File: src/sv/tks_pkg.sv
// Shared types and constants for the token scanner: byte classes, token kinds,
// scan states and the transition table. No dependencies.
`default_nettype none

package tks_pkg;

   localparam int unsigned STATE_BITS = 3;
   localparam int unsigned KIND_BITS  = 3;
   localparam int unsigned CLASS_BITS = 3;

   // byte classes
   localparam logic [CLASS_BITS-1:0] CLS_SQUOTE = 3'd0;
   localparam logic [CLASS_BITS-1:0] CLS_DQUOTE = 3'd1;
   localparam logic [CLASS_BITS-1:0] CLS_DIGIT  = 3'd2;
   localparam logic [CLASS_BITS-1:0] CLS_LETTER = 3'd3;
   localparam logic [CLASS_BITS-1:0] CLS_OTHER  = 3'd4;

   // token kinds
   localparam logic [KIND_BITS-1:0] TOK_NUMRUN  = 3'd0;
   localparam logic [KIND_BITS-1:0] TOK_IDENT   = 3'd1;
   localparam logic [KIND_BITS-1:0] TOK_SQ_ERR  = 3'd2;
   localparam logic [KIND_BITS-1:0] TOK_SQ_STR  = 3'd3;
   localparam logic [KIND_BITS-1:0] TOK_DQ_ERR  = 3'd4;
   localparam logic [KIND_BITS-1:0] TOK_DQ_STR  = 3'd5;

   // scan states
   localparam logic [STATE_BITS-1:0] ST_IDLE    = 3'd0;
   localparam logic [STATE_BITS-1:0] ST_NUMRUN  = 3'd1;
   localparam logic [STATE_BITS-1:0] ST_IDENT   = 3'd2;
   localparam logic [STATE_BITS-1:0] ST_SQ_BODY = 3'd3;
   localparam logic [STATE_BITS-1:0] ST_SQ_DBL  = 3'd4;
   localparam logic [STATE_BITS-1:0] ST_DQ_BODY = 3'd5;
   localparam logic [STATE_BITS-1:0] ST_DQ_SQ   = 3'd6;

   localparam logic [7:0] CHAR_SQUOTE = 8'd39;
   localparam logic [7:0] CHAR_DQUOTE = 8'd34;

   // one transition: either a next state, or the end of a token of some kind
   typedef struct packed {
      logic                  ends;
      logic [STATE_BITS-1:0] code;
   } tks_entry_type;

   function automatic logic [CLASS_BITS-1:0] byte_class(input logic [7:0] ch);
      logic [CLASS_BITS-1:0] cls;
      if (ch == CHAR_SQUOTE)
         cls = CLS_SQUOTE;
      else if (ch == CHAR_DQUOTE)
         cls = CLS_DQUOTE;
      else if (ch >= "0" && ch <= "9")
         cls = CLS_DIGIT;
      else if ((ch >= "A" && ch <= "Z") || (ch >= "a" && ch <= "z"))
         cls = CLS_LETTER;
      else
         cls = CLS_OTHER;
      return cls;
   endfunction

   function automatic tks_entry_type go(input logic [STATE_BITS-1:0] st);
      return '{ends: 1'b0, code: st};
   endfunction

   function automatic tks_entry_type fin(input logic [KIND_BITS-1:0] kind);
      return '{ends: 1'b1, code: kind};
   endfunction

   function automatic tks_entry_type next_entry(input logic [STATE_BITS-1:0] st,
                                                input logic [CLASS_BITS-1:0] cls);
      tks_entry_type e;
      e = go(ST_IDLE);
      unique case (st)
         ST_NUMRUN: begin
            if (cls == CLS_DIGIT || cls == CLS_LETTER) e = go(ST_NUMRUN);
            else e = fin(TOK_NUMRUN);
         end
         ST_IDENT: begin
            if (cls == CLS_DIGIT || cls == CLS_LETTER) e = go(ST_IDENT);
            else e = fin(TOK_IDENT);
         end
         ST_SQ_BODY: begin
            if (cls == CLS_SQUOTE) e = fin(TOK_SQ_STR);
            else if (cls == CLS_DQUOTE) e = go(ST_SQ_DBL);
            else e = go(ST_SQ_BODY);
         end
         ST_SQ_DBL: begin
            if (cls == CLS_SQUOTE) e = go(ST_SQ_BODY);
            else e = fin(TOK_SQ_ERR);
         end
         ST_DQ_BODY: begin
            if (cls == CLS_SQUOTE) e = go(ST_DQ_SQ);
            else if (cls == CLS_DQUOTE) e = fin(TOK_DQ_STR);
            else e = go(ST_DQ_BODY);
         end
         ST_DQ_SQ: begin
            if (cls == CLS_DQUOTE) e = go(ST_DQ_BODY);
            else e = fin(TOK_DQ_ERR);
         end
         default: begin
            // idle, and unused codes behave as idle
            case (cls)
               CLS_SQUOTE: e = go(ST_SQ_BODY);
               CLS_DQUOTE: e = go(ST_DQ_BODY);
               CLS_DIGIT:  e = go(ST_NUMRUN);
               CLS_LETTER: e = go(ST_IDENT);
               default:    e = go(ST_IDLE);
            endcase
         end
      endcase
      return e;
   endfunction

   // closed strings keep their closing quote; every other kind gives back its last byte
   function automatic logic push_back(input logic [KIND_BITS-1:0] kind);
      return !(kind == TOK_SQ_STR || kind == TOK_DQ_STR);
   endfunction

endpackage

`default_nettype wire

File: src/sv/tks_step.sv
// One scan step: classify a byte, apply the transition table, resolve a
// pushed-back byte from idle. Pure combinational. Depends on tks_pkg.
`default_nettype none

module tks_step #(
   parameter int unsigned POS_BITS = 16,
   parameter int unsigned LEN_BITS = 12
) (
   input  wire logic [7:0]                    ch,
   input  wire logic [tks_pkg::STATE_BITS-1:0] state_cur,
   input  wire logic [POS_BITS-1:0]           pos_cur,
   input  wire logic [POS_BITS-1:0]           start_cur,
   input  wire logic [LEN_BITS-1:0]           len_cur,
   output logic [tks_pkg::STATE_BITS-1:0]     state_nxt,
   output logic [POS_BITS-1:0]                start_nxt,
   output logic [LEN_BITS-1:0]                len_nxt,
   output logic                               emit,
   output logic [tks_pkg::KIND_BITS-1:0]      emit_kind,
   output logic [POS_BITS-1:0]                emit_start,
   output logic [LEN_BITS-1:0]                emit_len
);

   logic [tks_pkg::CLASS_BITS-1:0] cls;
   logic                           idle;
   logic [POS_BITS-1:0]            start_eff;
   logic [LEN_BITS-1:0]            len_eff;
   logic [LEN_BITS-1:0]            len_inc;
   tks_pkg::tks_entry_type         ent;
   tks_pkg::tks_entry_type         ent_idle;

   always_comb begin
      cls       = tks_pkg::byte_class(ch);
      idle      = (state_cur == tks_pkg::ST_IDLE) || (state_cur > tks_pkg::ST_DQ_SQ);
      start_eff = idle ? pos_cur : start_cur;
      len_eff   = idle ? '0 : len_cur;
      len_inc   = (&len_eff) ? len_eff : len_eff + LEN_BITS'(1);
      ent       = tks_pkg::next_entry(state_cur, cls);
      ent_idle  = tks_pkg::next_entry(tks_pkg::ST_IDLE, cls);

      emit       = ent.ends;
      emit_kind  = ent.code;
      emit_start = start_eff;
      emit_len   = len_inc;
      state_nxt  = ent.code;
      start_nxt  = start_eff;
      len_nxt    = len_inc;

      if (ent.ends) begin
         if (tks_pkg::push_back(ent.code)) begin
            // rescan the ending byte from idle
            emit_len  = len_eff;
            state_nxt = ent_idle.code;
            start_nxt = pos_cur;
            len_nxt   = (ent_idle.code != tks_pkg::ST_IDLE) ? LEN_BITS'(1) : '0;
         end else begin
            state_nxt = tks_pkg::ST_IDLE;
            len_nxt   = '0;
         end
      end
   end

endmodule

`default_nettype wire

File: src/sv/table_driven_token_scanner.sv
// Top level of the table-driven token scanner: scan state registers and the
// result register. Depends on tks_pkg and tks_step.
//
//   channel | direction | handshake          | beat carries
//   req     | in        | req_valid/req_stall | ch
//   rsp     | out       | rsp_valid/rsp_stall | token_kind, token_start, token_length
//
// One byte is taken per cycle while req_stall is low; the token that it closes
// appears on rsp the next cycle, and rsp carries one beat per cycle at most.
// req_stall rises only while a result waits and rsp_stall is high.
// Synchronous reset returns the scanner to idle at stream position zero.
`default_nettype none

module table_driven_token_scanner #(
   parameter int unsigned POS_BITS = 16,
   parameter int unsigned LEN_BITS = 12
) (
   input  wire logic                              clock,
   input  wire logic                              reset,
   input  wire logic                              req_valid,
   output logic                                   req_stall,
   input  wire logic [7:0]                        req_ch,
   output logic                                   rsp_valid,
   input  wire logic                              rsp_stall,
   output logic [tks_pkg::KIND_BITS-1:0]          rsp_token_kind,
   output logic [POS_BITS-1:0]                    rsp_token_start,
   output logic [LEN_BITS-1:0]                    rsp_token_length
);

   logic [tks_pkg::STATE_BITS-1:0] state_ff, state_in;
   logic [POS_BITS-1:0]            pos_ff, pos_in;
   logic [POS_BITS-1:0]            start_ff, start_in;
   logic [LEN_BITS-1:0]            len_ff, len_in;

   logic                           rsp_valid_ff, rsp_valid_in;
   logic [tks_pkg::KIND_BITS-1:0]  kind_ff;
   logic [POS_BITS-1:0]            tok_start_ff;
   logic [LEN_BITS-1:0]            tok_len_ff;

   logic                           accept;
   logic                           emit;
   logic [tks_pkg::KIND_BITS-1:0]  emit_kind;
   logic [POS_BITS-1:0]            emit_start;
   logic [LEN_BITS-1:0]            emit_len;
   logic [tks_pkg::STATE_BITS-1:0] step_state;
   logic [POS_BITS-1:0]            step_start;
   logic [LEN_BITS-1:0]            step_len;

   tks_step #(
      .POS_BITS (POS_BITS),
      .LEN_BITS (LEN_BITS)
   ) u_step (
      .ch         (req_ch),
      .state_cur  (state_ff),
      .pos_cur    (pos_ff),
      .start_cur  (start_ff),
      .len_cur    (len_ff),
      .state_nxt  (step_state),
      .start_nxt  (step_start),
      .len_nxt    (step_len),
      .emit       (emit),
      .emit_kind  (emit_kind),
      .emit_start (emit_start),
      .emit_len   (emit_len)
   );

   // hold input only while the result slot is full and not draining
   assign req_stall = rsp_valid_ff && rsp_stall;
   assign accept    = req_valid && !req_stall;

   always_comb begin
      state_in     = accept ? step_state : state_ff;
      start_in     = accept ? step_start : start_ff;
      len_in       = accept ? step_len : len_ff;
      pos_in       = accept ? pos_ff + POS_BITS'(1) : pos_ff;
      rsp_valid_in = (accept && emit) || (rsp_valid_ff && rsp_stall);
   end

   always_ff @(posedge clock) begin
      if (reset) begin
         state_ff     <= tks_pkg::ST_IDLE;
         pos_ff       <= '0;
         start_ff     <= '0;
         len_ff       <= '0;
         rsp_valid_ff <= 1'b0;
      end else begin
         state_ff     <= state_in;
         pos_ff       <= pos_in;
         start_ff     <= start_in;
         len_ff       <= len_in;
         rsp_valid_ff <= rsp_valid_in;
      end
   end

   // load the result beat; slot is free whenever accept is high
   always_ff @(posedge clock) begin
      if (accept && emit) begin
         kind_ff      <= emit_kind;
         tok_start_ff <= emit_start;
         tok_len_ff   <= emit_len;
      end
   end

   assign rsp_valid        = rsp_valid_ff;
   assign rsp_token_kind   = kind_ff;
   assign rsp_token_start  = tok_start_ff;
   assign rsp_token_length = tok_len_ff;

endmodule

`default_nettype wire
File: config.mk
export PLATFORM = sky130hd
export DESIGN_NAME = table_driven_token_scanner
export DESIGN_NICKNAME = d
export VERILOG_FILES = /design/src/sv/tks_pkg.sv /design/src/sv/tks_step.sv /design/src/sv/table_driven_token_scanner.sv
export SDC_FILE = /design/constraint.sdc
export NUM_CORES = 1
export LEC_CHECK = 0
export BUFFER_PORTS_ARGS = -buffer_cell sky130_fd_sc_hd__buf_2
export CAP_MARGIN = 20
export CORE_MARGIN = 3
export CORE_UTILIZATION = 30
export DETAILED_ROUTE_END_ITERATION = 16
export SLEW_MARGIN = 15
export SYNTH_ARGS = -nofsm -noshare
export SYNTH_HDL_FRONTEND = slang
export SYNTH_SLANG_ARGS = --single-unit
export TNS_END_PERCENT = 5
File: constraint.sdc
create_clock -name clock -period 4.3 [get_ports clock]
set_input_delay 0.215 -clock clock [delete_from_list [all_inputs] [get_ports clock]]
set_output_delay 0.215 -clock clock [all_outputs]
set_load 0.005 [all_outputs]
==> results of run 1 <==
## layout by cell type, fill, tap and decap left out, drive strengths merged, types with 3 or more instances in the layout
cell type  instances
a221oi             3
buf               50
xnor2              6
nand2b            34
mux2i             19
inv                6
a211oi             3
nand2             82
nand3             11
xor2              11
a21oi             21
nor3              10
and2               7
edfxtp            31
a32o               3
clkinv             4
clkbuf            11
and3              10
nand3b             4
or3                4
nor2b              4
a31oi              7
nand4              8
o21ai             12
mux2               3
dfxtp             48
a22oi              4
nor2              39
nor4               3
## sequential cells by signal, indices dropped and copies added, names as in the netlist
name and count:
len_ff 12, start_ff 16, pos_ff 16, rsp_token_length 12, state_ff 3, rsp_token_kind 3, rsp_valid 1, rsp_token_start 16
## layer usage
metal	vias up	GRT usage (%)	part of all wire (%)	wire length [um]
met4	0	4.637	1.6	150
met3	11	2.653	4.8	454
met1	1581	17.09	48	4555
met5	-	0	0	0
met2	87	20.46	45	4262
li1	1689	-	-	-
## final cells by class
cell class | count | area (um2) | share of cell area (%)
Sequential cell | 79 | 1892 | 38.97
Timing Repair Buffer | 50 | 285.3 | 5.876
Clock buffer | 11 | 242.7 | 5.000
Clock inverter | 5 | 81.33 | 1.675
Tap cell | 176 | 220.2 | 4.536
Multi-Input combinational cell | 343 | 2107 | 43.40
Inverter | 7 | 26.28 | 0.5412
## through the flow
stage | util [%] | setup WS, ps | instances
after global placement | 33.74 | 1093 | 654
final | 36.37 | 907.2 | 671
after global routing | 36.37 | 610.8 | 671
after floorplan | - | 988.6 | 456
after detailed placement | 33.74 | 965.5 | 654
after CTS | 36.16 | 971.2 | 670
## kinds of logic after synthesis
group,Yosys count,share of synthesized area [%]
buffers and inverters,34,3.446
muxes,22,5.411
xor gates and xnor gates,17,3.597
and+or+nand+nor,224,26.66
AOI/OAI and AO/OA,78,14.57
adders and majority gates,2,0.6045
DFF,79,45.71
## power breakdown
group | internal, W | switching [W] | total [W]
clock network | 0.000524 | 0.000293 | 0.000818
registers | 0.000816 | 0.0000198 | 0.000835
logic | 0.000109 | 0.000187 | 0.000296
## worst reg2reg max path, stage by stage (launching register included)
cell	delay, ps
dfxtp_1	620
nand3_1	310
and3_1	300
ha_1	230
and2_1	200
and3_1	210
and2_1	210
nor3_1	430
and3_1	280
o21ai_0	90
a22o_1	270
## worst min-delay path by stage
stage / from / end / depth (start not counted)
2_1_floorplan: start_ff[0] / start_ff[0] / 2
3_5_place_dp: start_ff[4] / start_ff[4] / 2
3_3_place_gp: start_ff[15] / start_ff[15] / 2
6_report: rsp_stall / rsp_valid / 5
5_1_grt: rsp_stall / rsp_valid / 5
4_1_cts: rsp_stall / rsp_valid / 5
==> results.toml, run 1 <==
[pwr]
power_density_mw_per_mm2 = 401.5
p_total_w = 0.001949
irDropWorstVdd_mv = 0.2026
p_leak_nw = 1.775

[setup_path]
setup.worst_path.end_class = "flip-flop"
crit_chain = "nand3_1 > and3_1 > ha_1 > and2_1 > and3_1 > and2_1 > nor3_1 > and3_1 > o21ai_0 > a22o_1"
worstRegToRegCells = 10
crit_path_start_kind = "flip-flop"
cp.depth = 10
cp_common_cell = "and3_1"
reg2reg_to = "rsp_token_length[7]"
r2r_slack_ps = 910
slowest_delay_ps = 620
slowest_stage = "dfxtp_1"
crit_start = "state_ff[1]"
cpLargestDelayFamily = "simple AND/OR/NAND/NOR gates"
crit_fanout = 16
critPathRequiredTime_ps = 4380
crit_path_end = "rsp_token_length[7]"
timing.rr.start = "state_ff[1]"
crit_buf_inv = 0
crit_arrival_ps = 3480
path_class = "flip-flop to flip-flop"

[floorplanning]
pin_count = 45
initial_core_util_pct = 31.01
dieHeight_um = 123.5
fp.dieW_um = 123.5
rows = 42
die_area_mm2 = 0.01524
core_area_mm2 = 0.01335

[clock_network]
cts_root_buffer = "clkbuf_16"
clk_latency_ps = 330
clkSinkCount = 79
htreeDepth = 3
clkTransAtPathRegs_ps = 60
cts_resized = 0
cts_setup_buffers = 0
clock_path_buffers = 2
hold_buffers = 0
cts_tree = "yes"
cts_buffers = 9

[place]
portBuffers = 44
dp_hpwl_um = 6367
gp_routability_congestion = 0.9207
placed_cell_area_mm2 = 0.004503

[yosys]
synthTopCellsByArea = "dfxtp_1 (23%), edfxtp_1 (22%), nand2_1 (7.4%)"
ys_seq_area_share_pct = 45.71
avgSynthCellArea_um2 = 9.077
synth_area_leader_cell = "dfxtp_1"
synth-main-ff-cell = "dfxtp_1"
synth_edf_count = 31
synth_cell_types = 65
synthArstFlopShare_pct = 0
synth_seq_cells = 79
yosys_warnings = 0
synth_nets = 470
syn_inst = 456
synth.most_common_cell = "nand2_1"
synth_common_cells = "nand2_1 (82), dfxtp_1 (48), nor2_1 (39)"
mappedNetlistArea_mm2 = 0.004139
synth_top_cell_area_share_pct = 23.22

[timing]
hold_violations = 0
maxSlewHeadroom_pct = 34.86
skew_ps = 6.594
fin_crit_sh_pct = 78.90
whs_ps = 339.3
period_minus_slack_ps = 3393
tns_ps = 0
tightest_slew_ps = 977.1
clock.fmax_mhz = 294.7
setup_viol = 0
rsz0062_at_grt = "false"
slew_viol_final = 0

[outcome]
outcome = "completed"

[route]
drcViolationCount = 0
vias = 3368
drt-total-wl_um = 9423
drtIter0Drc = 208
dr.pass1.iters = 4
detail_route.vias_per_cell = 5.019
drtAntennaViolNets = 0
wl_per_cell_um = 14.04

[final_layout]
postLayoutCellArea_mm2 = 0.004855
fill_cells = 1367
nNetsFinal = 504
syn_to_final_growth_pct = 17.29
drive_gt1_share_pct = 16.16
n_antenna_cell = 0

[global_route]
grt_pass1_vias = 3067
grt_max_degree = 65
overflow = 0
grt_antenna_before_repair = 0
grt_usage_pct = 12.79
grt_pass1_wl_um = 15550

[job]
maxCapViolCount = 0

[min_path]
hold_class = "input port to flip-flop"
Power figures use the tool's default switching activity.
==> run 2: changes to the inputs <==
ABC_AREA = 1   (was default)
clock period = 3.55 ns   (was 4.3 ns; I/O delays follow)
==> run 2 against run 1 <==
Effect of this change: global-route usage rose by 0.67 points; count of clock-buffer cells in the layout fell by 1; design area rose by 1.4%; flip-flop and latch count did not move; maximum frequency rose by 20%; combinational power rose by 59%; register-to-register slack got worse by 180 ps; highest routed layer unchanged; hold slack got worse by 140 ps; synthesized area rose by 3.6%; clock power rose by 0.9%; setup slack got worse by 180 ps; total power rose by 21%; largest power group unchanged.
==> results.toml, run 2 <==
[route]
vias = 3805
drtIter0Drc = 319
dr.pass1.iters = 6
drt-total-wl_um = 10350
drtAntennaViolNets = 0
drcViolationCount = 0
wl_per_cell_um = 13.07
detail_route.vias_per_cell = 4.804

[floorplanning]
fp.dieW_um = 125.5
pin_count = 45
dieHeight_um = 125.5
die_area_mm2 = 0.01576
rows = 43
core_area_mm2 = 0.01393
initial_core_util_pct = 30.76

[clock_network]
cts_root_buffer = "clkbuf_16"
cts_setup_buffers = 0
clkTransAtPathRegs_ps = 60
clk_latency_ps = 330
htreeDepth = 3
cts_resized = 0
cts_buffers = 9
clock_path_buffers = 2
clkSinkCount = 79
hold_buffers = 0
cts_tree = "yes"

[final_layout]
syn_to_final_growth_pct = 14.86
layout_commonest_cell = "nand2_1"
drive_gt1_share_pct = 18.95
n_antenna_cell = 0
mostFrequentLayoutCells = "nand2_1 (138), inv_1 (65), nand3_1 (60), dfxtp_1 (48)"
nNetsFinal = 623

[global_route]
grt_antenna_before_repair = 0
grt_pass1_wl_um = 17620
grt_pass1_vias = 3649
grt_max_degree = 45
grt_usage_pct = 13.46
overflow = 0

[yosys]
synth_cell_types = 37
mappedNetlistArea_mm2 = 0.004287
syn_inst = 570
synth_edf_count = 31
synth_area_leader_cell = "dfxtp_1"
synth_nets = 584
synth_seq_cells = 79
ys_seq_area_share_pct = 44.13
synth_common_cells = "nand2_1 (138), inv_1 (65), nand3_1 (60)"
synth.most_common_cell = "nand2_1"
synth_top_cell_area_share_pct = 22.42
yosys_warnings = 0
synthTopCellsByArea = "dfxtp_1 (22%), edfxtp_1 (22%), nand2_1 (12%)"
synthArstFlopShare_pct = 0
synth-main-ff-cell = "dfxtp_1"
avgSynthCellArea_um2 = 7.520

[setup_path]
slowest_delay_ps = 490
path_class = "flip-flop to flip-flop"
crit_fanout = 44
crit_path_start_kind = "flip-flop"
crit_chain = "nand3_1 > nand2_4 > nand2_1 > nand4_1 > nand3_2 > nand2_4 > inv_2 > o21ai_0 > nand2_1"
setup.worst_path.end_class = "flip-flop"
reg2reg_to = "rsp_token_length[4]"
crit_arrival_ps = 2900
worstRegToRegCells = 9
slowest_stage = "nand2_4"
critPathRequiredTime_ps = 3630
r2r_slack_ps = 730
timing.rr.start = "state_ff[1]"

[min_path]
hp-start = "rsp_stall"
hold_class = "input port to flip-flop"
hold_end = "rsp_valid"
holdPathStages = 3

[outcome]
outcome = "completed"

[place]
gp_routability_congestion = 0.8236
dp_slack_ps = 729.7
dp_hpwl_um = 7283
portBuffers = 44

[pwr]
irDropWorstVdd_mv = 0.2104
p_total_w = 0.002359
power_density_mw_per_mm2 = 479.1
p_leak_nw = 2.092

[timing]
skew_ps = 4.611
tightest_slew_ps = 1029
clock.fmax_mhz = 354.6
fin_crit_sh_pct = 79.44
setup_viol = 0
tns_ps = 0
period_minus_slack_ps = 2820
whs_ps = 201.2
hold_violations = 0
maxSlewHeadroom_pct = 31.41
rsz0062_at_grt = "false"
slew_viol_final = 0
setup_slack_ps = 729.8

[job]
maxCapViolCount = 0
-- run 2: cell types whose count changed after synthesis, moves of 11 or more --
| cell | change |
|---|---|
| nand2_1 | +56 |
| a21oi_1 | +23 |
| nand2b_1 | -34 |
| inv_1 | +59 |
| nand3_1 | +49 |
| mux2i_1 | -19 |
| o21ai_0 | +28 |
| inv_2 | +11 |
-- run 2: how the worst max path moves through the flow --
| stage | startpoint | end | slack [ps] | depth (start not counted) |
|---|---|---|---|---|
| floorplan | state_ff[0] | rsp_token_kind[0] | 1170 | 9 |
| global placement | state_ff[2] | rsp_token_length[0] | 770 | 11 |
| detailed placement | state_ff[2] | rsp_token_length[0] | 730 | 11 |
| CTS | state_ff[2] | rsp_token_length[0] | 710 | 11 |
| global route | state_ff[2] | rsp_token_length[0] | 410 | 11 |
| finish | state_ff[1] | rsp_token_length[4] | 730 | 9 |
-- run 2: final cells by class --
type                       count  area (um2)
multi-input combinational    394        2003
clock buffer                  10       239.0
clock inverter                 4       23.77
tap                          180       225.2
fill                        1426        9011
sequential                    79        1892
timing repair buffer          48       250.2
inverter                      77       290.3
-- run 2: logic make-up after synthesis --
| group | synth area share (%) |
|---|---|
| compound gates | 12.14 |
| xor+xnor | 1.022 |
| fa+ha+maj | 0.5837 |
| buf+inv | 9.136 |
| flops | 44.13 |
| simple gates | 32.98 |
-- run 2: report_power, final --
part / switching, W / leakage [nW] / internal, W
clock: 0.000345 / 0.124 / 0.000480
sequential: 0.0000308 / 0.682 / 0.00103
combinational: 0.000327 / 1.29 / 0.000145
-- run 2: metrics by stage --
| step | instances | cell area (um2) | util [%] |
|---|---|---|---|
| 3_5_place_dp | 778 | 4661 | 33.45 |
| 5_1_grt | 792 | 4923 | 35.33 |
| 4_1_cts | 792 | 4923 | 35.33 |
| 6_report | 792 | 4923 | 35.33 |
| 2_1_floorplan | 570 | 4287 | - |
| 3_3_place_gp | 778 | 4661 | 33.45 |
-- run 2: layer usage --
metal | global-route usage [%] | up-vias | share of wire (%)
met5 | 0 | - | 0
met4 | 4.974 | 0 | 2.1
met3 | 2.392 | 17 | 5.1
met2 | 21.90 | 116 | 47
met1 | 17.92 | 1736 | 46
li1 | - | 1936 | -
-- run 2: worst max-delay path, delay by kind of cell (launching register included) --
family                 cells  cell delay, ps
DFF                        1             460
AOI/OAI and AO/OA          1             180
buffers and inverters      1             160
and+or+nand+nor            7            1760
